`src/rtl/core/lmt_pkg.sv`:
```
// lmt_pkg: shared types, codes and timing constants of the lcd mode timing unit
// no dependencies; imported by every module of the block
`default_nettype none

package lmt_pkg;

  // line and frame timing, in machine cycles and lines
  localparam logic [8:0] LINE_LEN        = 9'd456;
  localparam logic [7:0] LINES_PER_FRAME = 8'd154;
  localparam logic [7:0] VBLANK_LINE     = 8'd144;
  localparam logic [8:0] OAM_END         = 9'd80;
  localparam logic [8:0] XFER_END        = 9'd252;

  // stat enable bit positions
  localparam int unsigned EN_HBLANK = 0;
  localparam int unsigned EN_VBLANK = 1;
  localparam int unsigned EN_OAM    = 2;
  localparam int unsigned EN_COINC  = 3;

  // configuration register indexes
  localparam logic [1:0] CFG_LCD_ON       = 2'd0;
  localparam logic [1:0] CFG_LINE_COMPARE = 2'd1;
  localparam logic [1:0] CFG_STAT_ENABLES = 2'd2;

  typedef enum logic [1:0] {
    MODE_HBLANK = 2'd0,
    MODE_VBLANK = 2'd1,
    MODE_OAM    = 2'd2,
    MODE_XFER   = 2'd3
  } mode_t;

  typedef enum logic [1:0] {
    REQ_NONE  = 2'd0,
    REQ_DRAW  = 2'd1,
    REQ_BLACK = 2'd2
  } line_req_t;

  typedef struct packed {
    logic       lcd_on;
    logic [7:0] line_compare;
    logic [3:0] stat_enables;
  } cfg_t;

  typedef struct packed {
    logic [7:0] line_number;
    mode_t      mode;
    logic       coincidence;
    logic       vblank_irq;
    logic       stat_irq;
    logic       frame_ready;
    line_req_t  line_request;
  } result_t;

endpackage

`default_nettype wire

```
`src/rtl/core/lmt_cfg_regs.sv`:
```
// lmt_cfg_regs: lcd control, line compare and stat enable registers
// depends on lmt_pkg
`default_nettype none

module lmt_cfg_regs (
  input  wire logic         clk,
  input  wire logic         rst,
  input  wire logic         wr_en,
  input  wire logic [1:0]   wr_index,
  input  wire logic [7:0]   wr_data,
  output lmt_pkg::cfg_t     cfg
);
  import lmt_pkg::*;

  cfg_t regs;

  // register write, values masked to their widths
  always_ff @(posedge clk) begin
    if (rst) begin
      regs.lcd_on       <= 1'b1;
      regs.line_compare <= 8'd0;
      regs.stat_enables <= 4'd0;
    end else if (wr_en) begin
      case (wr_index)
        CFG_LCD_ON:       regs.lcd_on       <= wr_data[0];
        CFG_LINE_COMPARE: regs.line_compare <= wr_data;
        CFG_STAT_ENABLES: regs.stat_enables <= wr_data[3:0];
        default: ;
      endcase
    end
  end

  assign cfg = regs;

endmodule

`default_nettype wire

```
`src/rtl/core/lmt_timing.sv`:
```
// lmt_timing: frame, line and mode counters with the one-step update logic
// depends on lmt_pkg; the frame count is kept as line number plus remainder
`default_nettype none

module lmt_timing (
  input  wire logic         clk,
  input  wire logic         rst,
  input  wire logic         step,
  input  wire logic [7:0]   cycles,
  input  wire lmt_pkg::cfg_t cfg,
  output lmt_pkg::result_t  res_next
);
  import lmt_pkg::*;

  // frame position as line and cycle within line (frame = line*456 + rem)
  logic [7:0] line_q;
  logic [8:0] rem_q;
  logic [8:0] line_cycles_q;
  mode_t      mode_q;
  logic       match_q;

  logic [7:0] line_next;
  logic [8:0] rem_next;
  logic [8:0] line_cycles_next;
  mode_t      mode_next;
  logic       match_next;

  logic [9:0] rem_sum;
  logic       rem_carry;
  logic [7:0] line_inc;
  logic       wrap;
  logic [8:0] lc_base;
  logic [9:0] lc_sum;

  always_comb begin
    // advance the frame position
    rem_sum   = {1'b0, rem_q} + {2'b00, cycles};
    rem_carry = (rem_sum >= {1'b0, LINE_LEN});
    rem_next  = rem_carry ? 9'(rem_sum - {1'b0, LINE_LEN}) : rem_sum[8:0];
    line_inc  = line_q + {7'd0, rem_carry};
    wrap      = (line_inc == LINES_PER_FRAME);
    line_next = wrap ? 8'd0 : line_inc;
    // at frame wrap the line counter restarts from the new frame count
    lc_base   = wrap ? rem_next : line_cycles_q;
    lc_sum    = {1'b0, lc_base} + {2'b00, cycles};

    line_cycles_next = lc_base;
    mode_next        = mode_q;
    match_next       = match_q;

    res_next              = '0;
    res_next.line_request = REQ_NONE;

    // coincidence flag, frozen while the lcd is off
    if (cfg.lcd_on) begin
      if (line_next == cfg.line_compare) begin
        if (!match_q) begin
          match_next = 1'b1;
          if (cfg.stat_enables[EN_COINC]) res_next.stat_irq = 1'b1;
        end
      end else begin
        match_next = 1'b0;
      end
    end

    // mode walk
    if (line_next >= VBLANK_LINE) begin
      if (!mode_q[0]) begin
        mode_next            = MODE_VBLANK;
        res_next.frame_ready = 1'b1;
        res_next.vblank_irq  = 1'b1;
        if (cfg.stat_enables[EN_VBLANK]) res_next.stat_irq = 1'b1;
      end
    end else begin
      line_cycles_next = (lc_sum >= {1'b0, LINE_LEN}) ?
                         9'(lc_sum - {1'b0, LINE_LEN}) : lc_sum[8:0];
      if (line_cycles_next <= OAM_END) begin
        if (mode_q != MODE_OAM) begin
          mode_next = MODE_OAM;
          if (cfg.stat_enables[EN_OAM]) res_next.stat_irq = 1'b1;
        end
      end else if (line_cycles_next <= XFER_END) begin
        mode_next = MODE_XFER;
      end else begin
        if (mode_q != MODE_HBLANK) begin
          mode_next = MODE_HBLANK;
          if (cfg.stat_enables[EN_HBLANK]) res_next.stat_irq = 1'b1;
          res_next.line_request = cfg.lcd_on ? REQ_DRAW : REQ_BLACK;
        end
      end
    end

    res_next.line_number = line_next;
    res_next.mode        = mode_next;
    res_next.coincidence = match_next;
  end

  // timing state
  always_ff @(posedge clk) begin
    if (rst) begin
      line_q        <= 8'd0;
      rem_q         <= 9'd0;
      line_cycles_q <= 9'd0;
      mode_q        <= MODE_HBLANK;
      match_q       <= 1'b0;
    end else if (step) begin
      line_q        <= line_next;
      rem_q         <= rem_next;
      line_cycles_q <= line_cycles_next;
      mode_q        <= mode_next;
      match_q       <= match_next;
    end
  end

endmodule

`default_nettype wire

```
`src/rtl/core/lcd_mode_timing_unit.sv`:
```
// lcd_mode_timing_unit: lcd status and mode timing from elapsed cycle counts
// each input word passes through the input register and then the result register
// throughput: one word per cycle while the result is not stalled; the counter update loop is closed in lmt_timing
// reset (rst, synchronous): counters, mode and flags clear, lcd_on=1, other config 0
// a stalled result holds while the next word is still taken into the input register if that register is empty
// depends on lmt_pkg, lmt_cfg_regs, lmt_timing
`default_nettype none

module lcd_mode_timing_unit (
  input  wire logic       clk,
  input  wire logic       rst,
  // input channel
  input  wire logic       in_valid,
  output logic            in_stall,
  input  wire logic [7:0] cycles,
  // result channel
  output logic            out_valid,
  input  wire logic       out_stall,
  output logic [7:0]      line_number,
  output logic [1:0]      mode,
  output logic            coincidence,
  output logic            vblank_irq,
  output logic            stat_irq,
  output logic            frame_ready,
  output logic [1:0]      line_request,
  // configuration write channel
  input  wire logic       cfg_valid,
  output logic            cfg_ready,
  input  wire logic [1:0] cfg_index,
  input  wire logic [7:0] cfg_data
);
  import lmt_pkg::*;

  cfg_t       cfg;
  logic       s1_valid;
  logic [7:0] s1_cycles;
  logic       s1_fire;
  logic       in_fire;
  result_t    res_next;
  result_t    res_q;

  assign cfg_ready = 1'b1;

  lmt_cfg_regs u_cfg (
    .clk      (clk),
    .rst      (rst),
    .wr_en    (cfg_valid && cfg_ready),
    .wr_index (cfg_index),
    .wr_data  (cfg_data),
    .cfg      (cfg)
  );

  // handshake: the input register moves on whenever the result register frees up
  assign s1_fire  = s1_valid && (!out_valid || !out_stall);
  assign in_stall = s1_valid && out_valid && out_stall;
  assign in_fire  = in_valid && !in_stall;

  // input register
  always_ff @(posedge clk) begin
    if (rst) begin
      s1_valid <= 1'b0;
    end else if (in_fire) begin
      s1_valid <= 1'b1;
    end else if (s1_fire) begin
      s1_valid <= 1'b0;
    end
  end

  always_ff @(posedge clk) begin
    if (in_fire) begin
      s1_cycles <= cycles;
    end
  end

  lmt_timing u_timing (
    .clk      (clk),
    .rst      (rst),
    .step     (s1_fire),
    .cycles   (s1_cycles),
    .cfg      (cfg),
    .res_next (res_next)
  );

  // result register
  always_ff @(posedge clk) begin
    if (rst) begin
      out_valid <= 1'b0;
    end else if (s1_fire) begin
      out_valid <= 1'b1;
    end else if (!out_stall) begin
      out_valid <= 1'b0;
    end
  end

  always_ff @(posedge clk) begin
    if (s1_fire) begin
      res_q <= res_next;
    end
  end

  assign line_number  = res_q.line_number;
  assign mode         = res_q.mode;
  assign coincidence  = res_q.coincidence;
  assign vblank_irq   = res_q.vblank_irq;
  assign stat_irq     = res_q.stat_irq;
  assign frame_ready  = res_q.frame_ready;
  assign line_request = res_q.line_request;

  // checks
  a_stall_only_when_full: assert property (@(posedge clk) disable iff (rst)
    in_stall |-> (s1_valid && out_valid))
    else $error("input stalled while pipeline has room");

  a_line_in_range: assert property (@(posedge clk) disable iff (rst)
    out_valid |-> (line_number < LINES_PER_FRAME))
    else $error("line number beyond frame");

  a_vblank_entry: assert property (@(posedge clk) disable iff (rst)
    (out_valid && frame_ready) |-> (vblank_irq && mode == MODE_VBLANK))
    else $error("frame ready without vblank entry");

  a_request_in_hblank: assert property (@(posedge clk) disable iff (rst)
    (out_valid && line_request != REQ_NONE) |-> (mode == MODE_HBLANK))
    else $error("line request outside hblank entry");

endmodule

`default_nettype wire
```
`config.mk`:
```
export PLATFORM = sky130hd
export DESIGN_NAME = lcd_mode_timing_unit
export DESIGN_NICKNAME = d
export VERILOG_FILES = /design/src/rtl/core/lmt_pkg.sv /design/src/rtl/core/lmt_cfg_regs.sv /design/src/rtl/core/lmt_timing.sv /design/src/rtl/core/lcd_mode_timing_unit.sv
export SDC_FILE = /design/constraint.sdc
export NUM_CORES = 1
export LEC_CHECK = 0
export BUFFER_PORTS_ARGS = -buffer_cell sky130_fd_sc_hd__buf_2
export CORE_ASPECT_RATIO = 1.5
export CORE_MARGIN = 1.5
export CORE_UTILIZATION = 54
export DETAILED_ROUTE_END_ITERATION = 8
export PLACE_DENSITY_LB_ADDON = 0.25
export SYNTH_ARGS = -nofsm -noshare
export SYNTH_HDL_FRONTEND = slang
export SYNTH_SLANG_ARGS = --single-unit
```
`constraint.sdc`:
```
create_clock -name clk -period 7.3 [get_ports clk]
set_input_delay 1.095 -clock clk [delete_from_list [all_inputs] [get_ports clk]]
set_output_delay 1.095 -clock clk [all_outputs]
set_load 0.01 [all_outputs]
```
==> results of run 1 <==
cells in the final DEF, fill, tap and decap left out, types with 10 or more instances in the layout:
cell	instances
nor2_1	51
nand2_1	44
dfxtp_1	44
buf_2	40
a21oi_1	31
buf_4	31
edfxtp_1	23
xnor2_1	22
inv_1	17
mux2i_1	15
ha_1	15
o21ai_0	13
o21a_1	11
xor2_1	10
nand3_1	10
cell type report:
cell class / count / area (sq um) / area share (%)
repair buffers: 73 / 459 / 8.61
well taps: 102 / 128 / 2.39
clock inverters: 6 / 87.6 / 1.64
inverters: 19 / 71.3 / 1.34
clock buffers: 10 / 239 / 4.48
multi-input cells: 374 / 2780 / 52.1
flip-flops and latches: 67 / 1570 / 29.5
critical path: cells and delay by family, from the launching register on:
| family | cells | cell delay [ns] |
|---|---|---|
| AO/OA/AOI/OAI | 11 | 2.73 |
| AND/OR/NAND/NOR | 8 | 2.08 |
| adder cells (fa/ha/maj) | 3 | 0.90 |
| buffers and inverters | 3 | 0.46 |
| flip-flops | 1 | 0.41 |
| multiplexers | 1 | 0.35 |
state kept, by name (all words and copies together), names as in the netlist, 2 cells and up:
signal / cells
s1_cycles: 8
line_request: 2
u_timing.line_cycles_q: 9
u_timing.line_q: 8
u_timing.rem_q: 9
line_number: 8
mode: 2
u_cfg.cfg: 13
u_timing.mode_q: 2
cell families (layout without fill, tap and decap cells):
kind of cell | after synthesis | after routing | share of synthesized area [%]
muxes | 24 | 24 | 6.03
xor gates and xnor gates | 33 | 33 | 6.73
buffers and inverters | 39 | 108 | 3.61
adders and majority gates | 23 | 23 | 7.05
AOI/OAI and AO/OA | 118 | 118 | 19.5
other | 1 | 1 | 0.0873
DFF | 67 | 67 | 36.6
and+or+nand+nor | 175 | 175 | 20.4
power by group through the flow:
stage	logic, mW	clock network (mW)	registers [mW]
final	0.330	0.467	0.423
after CTS	0.282	0.473	0.422
after global routing	0.360	0.486	0.425
after detailed placement	0.279	0	0.429
after global placement	0.275	0	0.428
after floorplan	0.200	0	0.428
path summary, 6_finish.rpt:
kind,from,end,slack [ns],cells after the start
worst min-delay path,u_timing.line_cycles_q[7],u_timing.line_cycles_q[7],0.45,2
worst max-delay path,s1_cycles[1],stat_irq,0.11,26
worst min register to register,u_timing.line_cycles_q[7],u_timing.line_cycles_q[7],0.45,2
worst max register to register,s1_cycles[1],stat_irq,0.11,26
through the flow:
step / hold slack [ns] / setup slack (ns)
4_1_cts: 0.451 / 0.0608
5_1_grt: 0.475 / -0.126
3_3_place_gp: 0.436 / 0.0189
3_5_place_dp: 0.443 / -0.152
2_1_floorplan: 0.429 / 0.0117
6_report: 0.450 / 0.107
metal layers:
metal	share of wire (%)	vias to the layer above	GRT usage [%]
met5	0	-	0
met4	3.9	0	13.0
met3	3.3	27	5.39
met2	53	82	46.0
met1	40	1762	30.4
li1	-	1871	-
repair_timing:
item,in CTS,in global routing
setup buffers,0,15
pin swaps,1,23
resized for setup,2,44
endpoints found under the setup margin,7,11
==> metrics.cfg, run 1 <==
[synth]
yosys.cell_types.count=72
yosys.area.top_type=dfxtp_1
ys_top_cells_by_count=nor2_1, nand2_1, dfxtp_1, a21oi_1
synth_fp_nets=526
synth_most_common_cell=nor2_1
synth_seq_area_share_pct=36.6
synth_edf_count=23
netlist_instances=480
synth_flop_cell=dfxtp_1
async_reset_ff_share_pct=0
synthTopCellsByArea=dfxtp_1, edfxtp_1, ha_1, xnor2_1, nor2_1
synthDominantCellAreaShare_pct=20.5
ys_warn_count=0
postSynthAreaPerCell_sq_um=8.95
ys_ff_latch=67
synth_area_sq_um=4300

[route]
wire_per_inst_um=17.1
antenna_left=0
dr.pass1.iters=6
viasPerCell=5.75
drc=0
wl_mm=11.1
drt-initial-drc-count=199
route.vias.total=3742

[pwr]
pwr_density_cell_nw_per_um2=229
power_switching_mw=0.355
p_int_mw=0.865
finalPower_mw=1.22
seqPwrFrac_pct=34.7
leakage_nw=2.24
swShare_pct=29.1
pwr-share-clk_pct=38.3
max-vdd-ir-drop_uv=247
power_frac_comb_pct=27.1

[layout]
drive_gt1_share_pct=26.4
instances_no_fill=651
fin_area_sq_um=5340
fillers=612
final_core_util_pct=69.6
diodes=0
fin_nets=590
synthToLayoutAreaGrowth_pct=24.2

[worst_setup_path]
slowest_delay_ns=0.57
required_ns=7.39
cp.arrival_ns=7.28
end_kind=flip-flop
start_kind=flip-flop
crit_fanout=7
slowest_stage=or4_2
cpMostUsedCell=ha_1
crit_type=flip-flop to flip-flop

[grt]
grt_overflow_total=0
antenna_found_initial=0
grt_usage_pct=26.8
grt_start_max_net_pins=47
grt_pass1_wl_mm=17.3
grt_pass1_vias=3621

[floorplan]
rows=39
die_h_um=112
coreArea_sq_um=7660
start_util_pct=56.1
die-area_sq_um=8510
die_w_um=75.8
io_pins=42

[sta]
period_minus_slack_ns=7.19
relSlewSlack_pct=42.9
setup_viol=0
fmax_mhz=139
worst_pin_slew_ns=0.857
final-max-slew-violation-count=0
fin_skew_ns=0.00578
hold_viol=0
fin_setup_tns_ns=0
finalCritPeriodShare_pct=98.5

[clocking]
tritoncts=yes
cts_hold_buffers=0
worstSkewPairLatency_ns=0.34
clkSinkCount=67
cts_buffers=9
clock_tree.root_cell=clkbuf_16
clk_pin_slew_ns=0.06
htreeDepth=3
clockBufferDepth=2

[placement]
dp_hpwl_mm=7.77
gp_congestion=0.864
dp.cells=620
dpl-instance-area_sq_um=4680
io_buffers=40

[run]
maxCapViolations=0

[run_status]
status=completed

[hold_path]
hp-class=flip-flop to flip-flop

Power figures use the tool's default switching activity.
==> run 2, diff against run 1 <==
- GPL_TIMING_DRIVEN: unset -> 0
==> metrics.cfg, run 2 (synthesis gave the netlist of run 1 again) <==
[route]
drc=0  ; unchanged
antenna_left=0  ; unchanged
viasPerCell=6.11  ; was 5.75
dr.pass1.iters=5  ; was 6
wire_per_inst_um=18.5  ; was 17.1 um
wl_mm=12.4  ; was 11.1 mm
route.vias.total=4099  ; was 3742
drt-initial-drc-count=318  ; was 199

[sta]
hold_slack_ns=0.458  ; was 0.450 ns
setup_viol=0  ; unchanged
relSlewSlack_pct=3.63  ; was 42.9%
hold_viol=0  ; unchanged
rsz0062_at_grt=true
fmax_mhz=139  ; about the same
worst_pin_slew_ns=1.45  ; was 0.857 ns
fin_skew_ns=0.00560  ; was 0.00578 ns
finalCritPeriodShare_pct=98.6  ; was 98.5%
final-max-slew-violation-count=0  ; unchanged
period_minus_slack_ns=7.20  ; was 7.19 ns

[layout]
fin_nets=610  ; was 590
drive_gt1_share_pct=27.4  ; was 26.4%
fillers=568  ; was 612
final_common_cell=nor2_1  ; unchanged
final_cell_mix=nor2_1, nand2_1, dfxtp_1, buf_2, buf_4  ; was nor2_1, nand2_1, dfxtp_1, buf_2
diodes=0  ; unchanged
synthToLayoutAreaGrowth_pct=27.2  ; was 24.2%
largest_register_ffs=13  ; unchanged

[worst_setup_path]
end_kind=flip-flop  ; unchanged
start_kind=flip-flop  ; unchanged
rr_worst_depth=29  ; was 26
crit_type=flip-flop to flip-flop  ; unchanged
cp.arrival_ns=7.28  ; about the same
r2r-start=s1_cycles[1]  ; unchanged
required_ns=7.38  ; was 7.39 ns
slowest_delay_ns=0.46  ; was 0.57 ns
slowest_stage=a2111o_1  ; was or4_2
crit_start=s1_cycles[1]  ; unchanged
crit_fanout=8  ; was 7

[floorplan]
start_util_pct=56.1  ; unchanged
coreArea_sq_um=7660  ; unchanged
io_pins=42  ; unchanged
die-area_sq_um=8510  ; unchanged
die_h_um=112  ; unchanged
die_w_um=75.8  ; unchanged
rows=39  ; unchanged

[placement]
io_buffers=39  ; was 40
gp_congestion=0.936  ; was 0.864
dp_hpwl_mm=8.18  ; was 7.77 mm

[pwr]
finalPower_mw=1.19  ; was 1.22 mW
pwr_density_cell_nw_per_um2=217  ; was 229 nW/um^2
leakage_nw=2.27  ; was 2.24 nW
max-vdd-ir-drop_uv=213  ; was 247 uV

[clocking]
cts_buffers=9  ; unchanged
clkSinkCount=67  ; unchanged
htreeDepth=3  ; unchanged
tritoncts=yes  ; unchanged
clock_tree.root_cell=clkbuf_16  ; unchanged
clockBufferDepth=2  ; unchanged
clk_pin_slew_ns=0.05  ; was 0.06 ns
cts_hold_buffers=0  ; unchanged
worstSkewPairLatency_ns=0.33  ; was 0.34 ns

[grt]
grt_pass1_wl_mm=18.4  ; was 17.3 mm
antenna_found_initial=0  ; unchanged
grt_overflow_total=0  ; unchanged
grt_pass1_vias=3912  ; was 3621
grt_start_max_net_pins=25  ; was 47
grt_usage_pct=28.7  ; was 26.8%

[hold_path]
worstHoldPathCells=2  ; unchanged
hp-class=flip-flop to flip-flop  ; unchanged
hold_start=u_timing.rem_q[3]  ; was u_timing.line_cycles_q[7]

[run_status]
status=completed  ; unchanged

[run]
maxCapViolations=0  ; unchanged

run 2: changes by cell type in the layout (fill, tap and decap cells not counted), moves of 2 or more:
cell / delta
clkbuf_1: +16
buf_1: +2
ha_2: +2
bufinv_16: -2
ha_1: -3
a211oi_2: +2
buf_4: +6
run 2: critical path: cells and delay by family, from the launching register on:
kind / cells / cell delay [ns]
multiplexers: 1 / 0.11
flip-flops: 1 / 0.40
adder cells (fa/ha/maj): 3 / 0.87
AND/OR/NAND/NOR: 8 / 1.40
AO/OA/AOI/OAI: 12 / 3.22
XOR/XNOR: 2 / 0.50
buffers and inverters: 3 / 0.44
run 2: what timing repair did:
action / 4_1_cts / 5_1_grt
pin swaps: 6 / 21
buffers inserted: 9 / 26
setup endpoints to repair: 13 / 9
gates resized for setup: 25 / 35
run 2: final timing paths:
path                       end  slack (ns)
max                   stat_irq         0.1
min          u_timing.rem_q[3]        0.46
max reg2reg           stat_irq         0.1
min reg2reg  u_timing.rem_q[3]        0.46
run 2: layout make-up:
cell class | count | area, sq um | area share, %
repair buffers | 74 | 458 | 8.38
inverters | 19 | 71.3 | 1.30
plain buffers | 19 | 91.3 | 1.67
clock buffers | 15 | 289 | 5.29
clock inverters | 1 | 3.75 | 0.0687
flip-flops and latches | 67 | 1570 | 28.7
multi-input cells | 374 | 2850 | 52.2
well taps | 102 | 128 | 2.33
run 2: report_power, final:
| part | leakage [nW] | switching, mW | internal (mW) |
|---|---|---|---|
| clock network | 0.143 | 0.147 | 0.268 |
| logic | 1.55 | 0.194 | 0.155 |
| registers | 0.576 | 0.0138 | 0.409 |
| total | 2.27 | 0.355 | 0.832 |
run 2: through the flow:
stage | instances | setup TNS [ns] | utilization, % | setup WS [ns] | cell area (sq um)
3_5_place_dp | 621 | -11.33 | 60.4 | -1.21 | 4630
6_report | 671 | 0 | 71.4 | 0.0996 | 5470
2_1_floorplan | 480 | 0 | - | 0.0117 | 4310
4_1_cts | 645 | 0 | 66.6 | 0.00632 | 5100
3_3_place_gp | 621 | -9.85 | 60.4 | -1.07 | 4630
5_1_grt | 671 | -0.421 | 71.4 | -0.131 | 5470
run 2: metal layers:
layer / up-vias / global-route usage [%] / share of wire (%)
li1: 1909 / - / -
met1: 1961 / 31.4 / 36
met2: 168 / 51.7 / 53
met3: 61 / 4.13 / 5.2
met4: 0 / 13.5 / 5.3
met5: - / 0 / 0
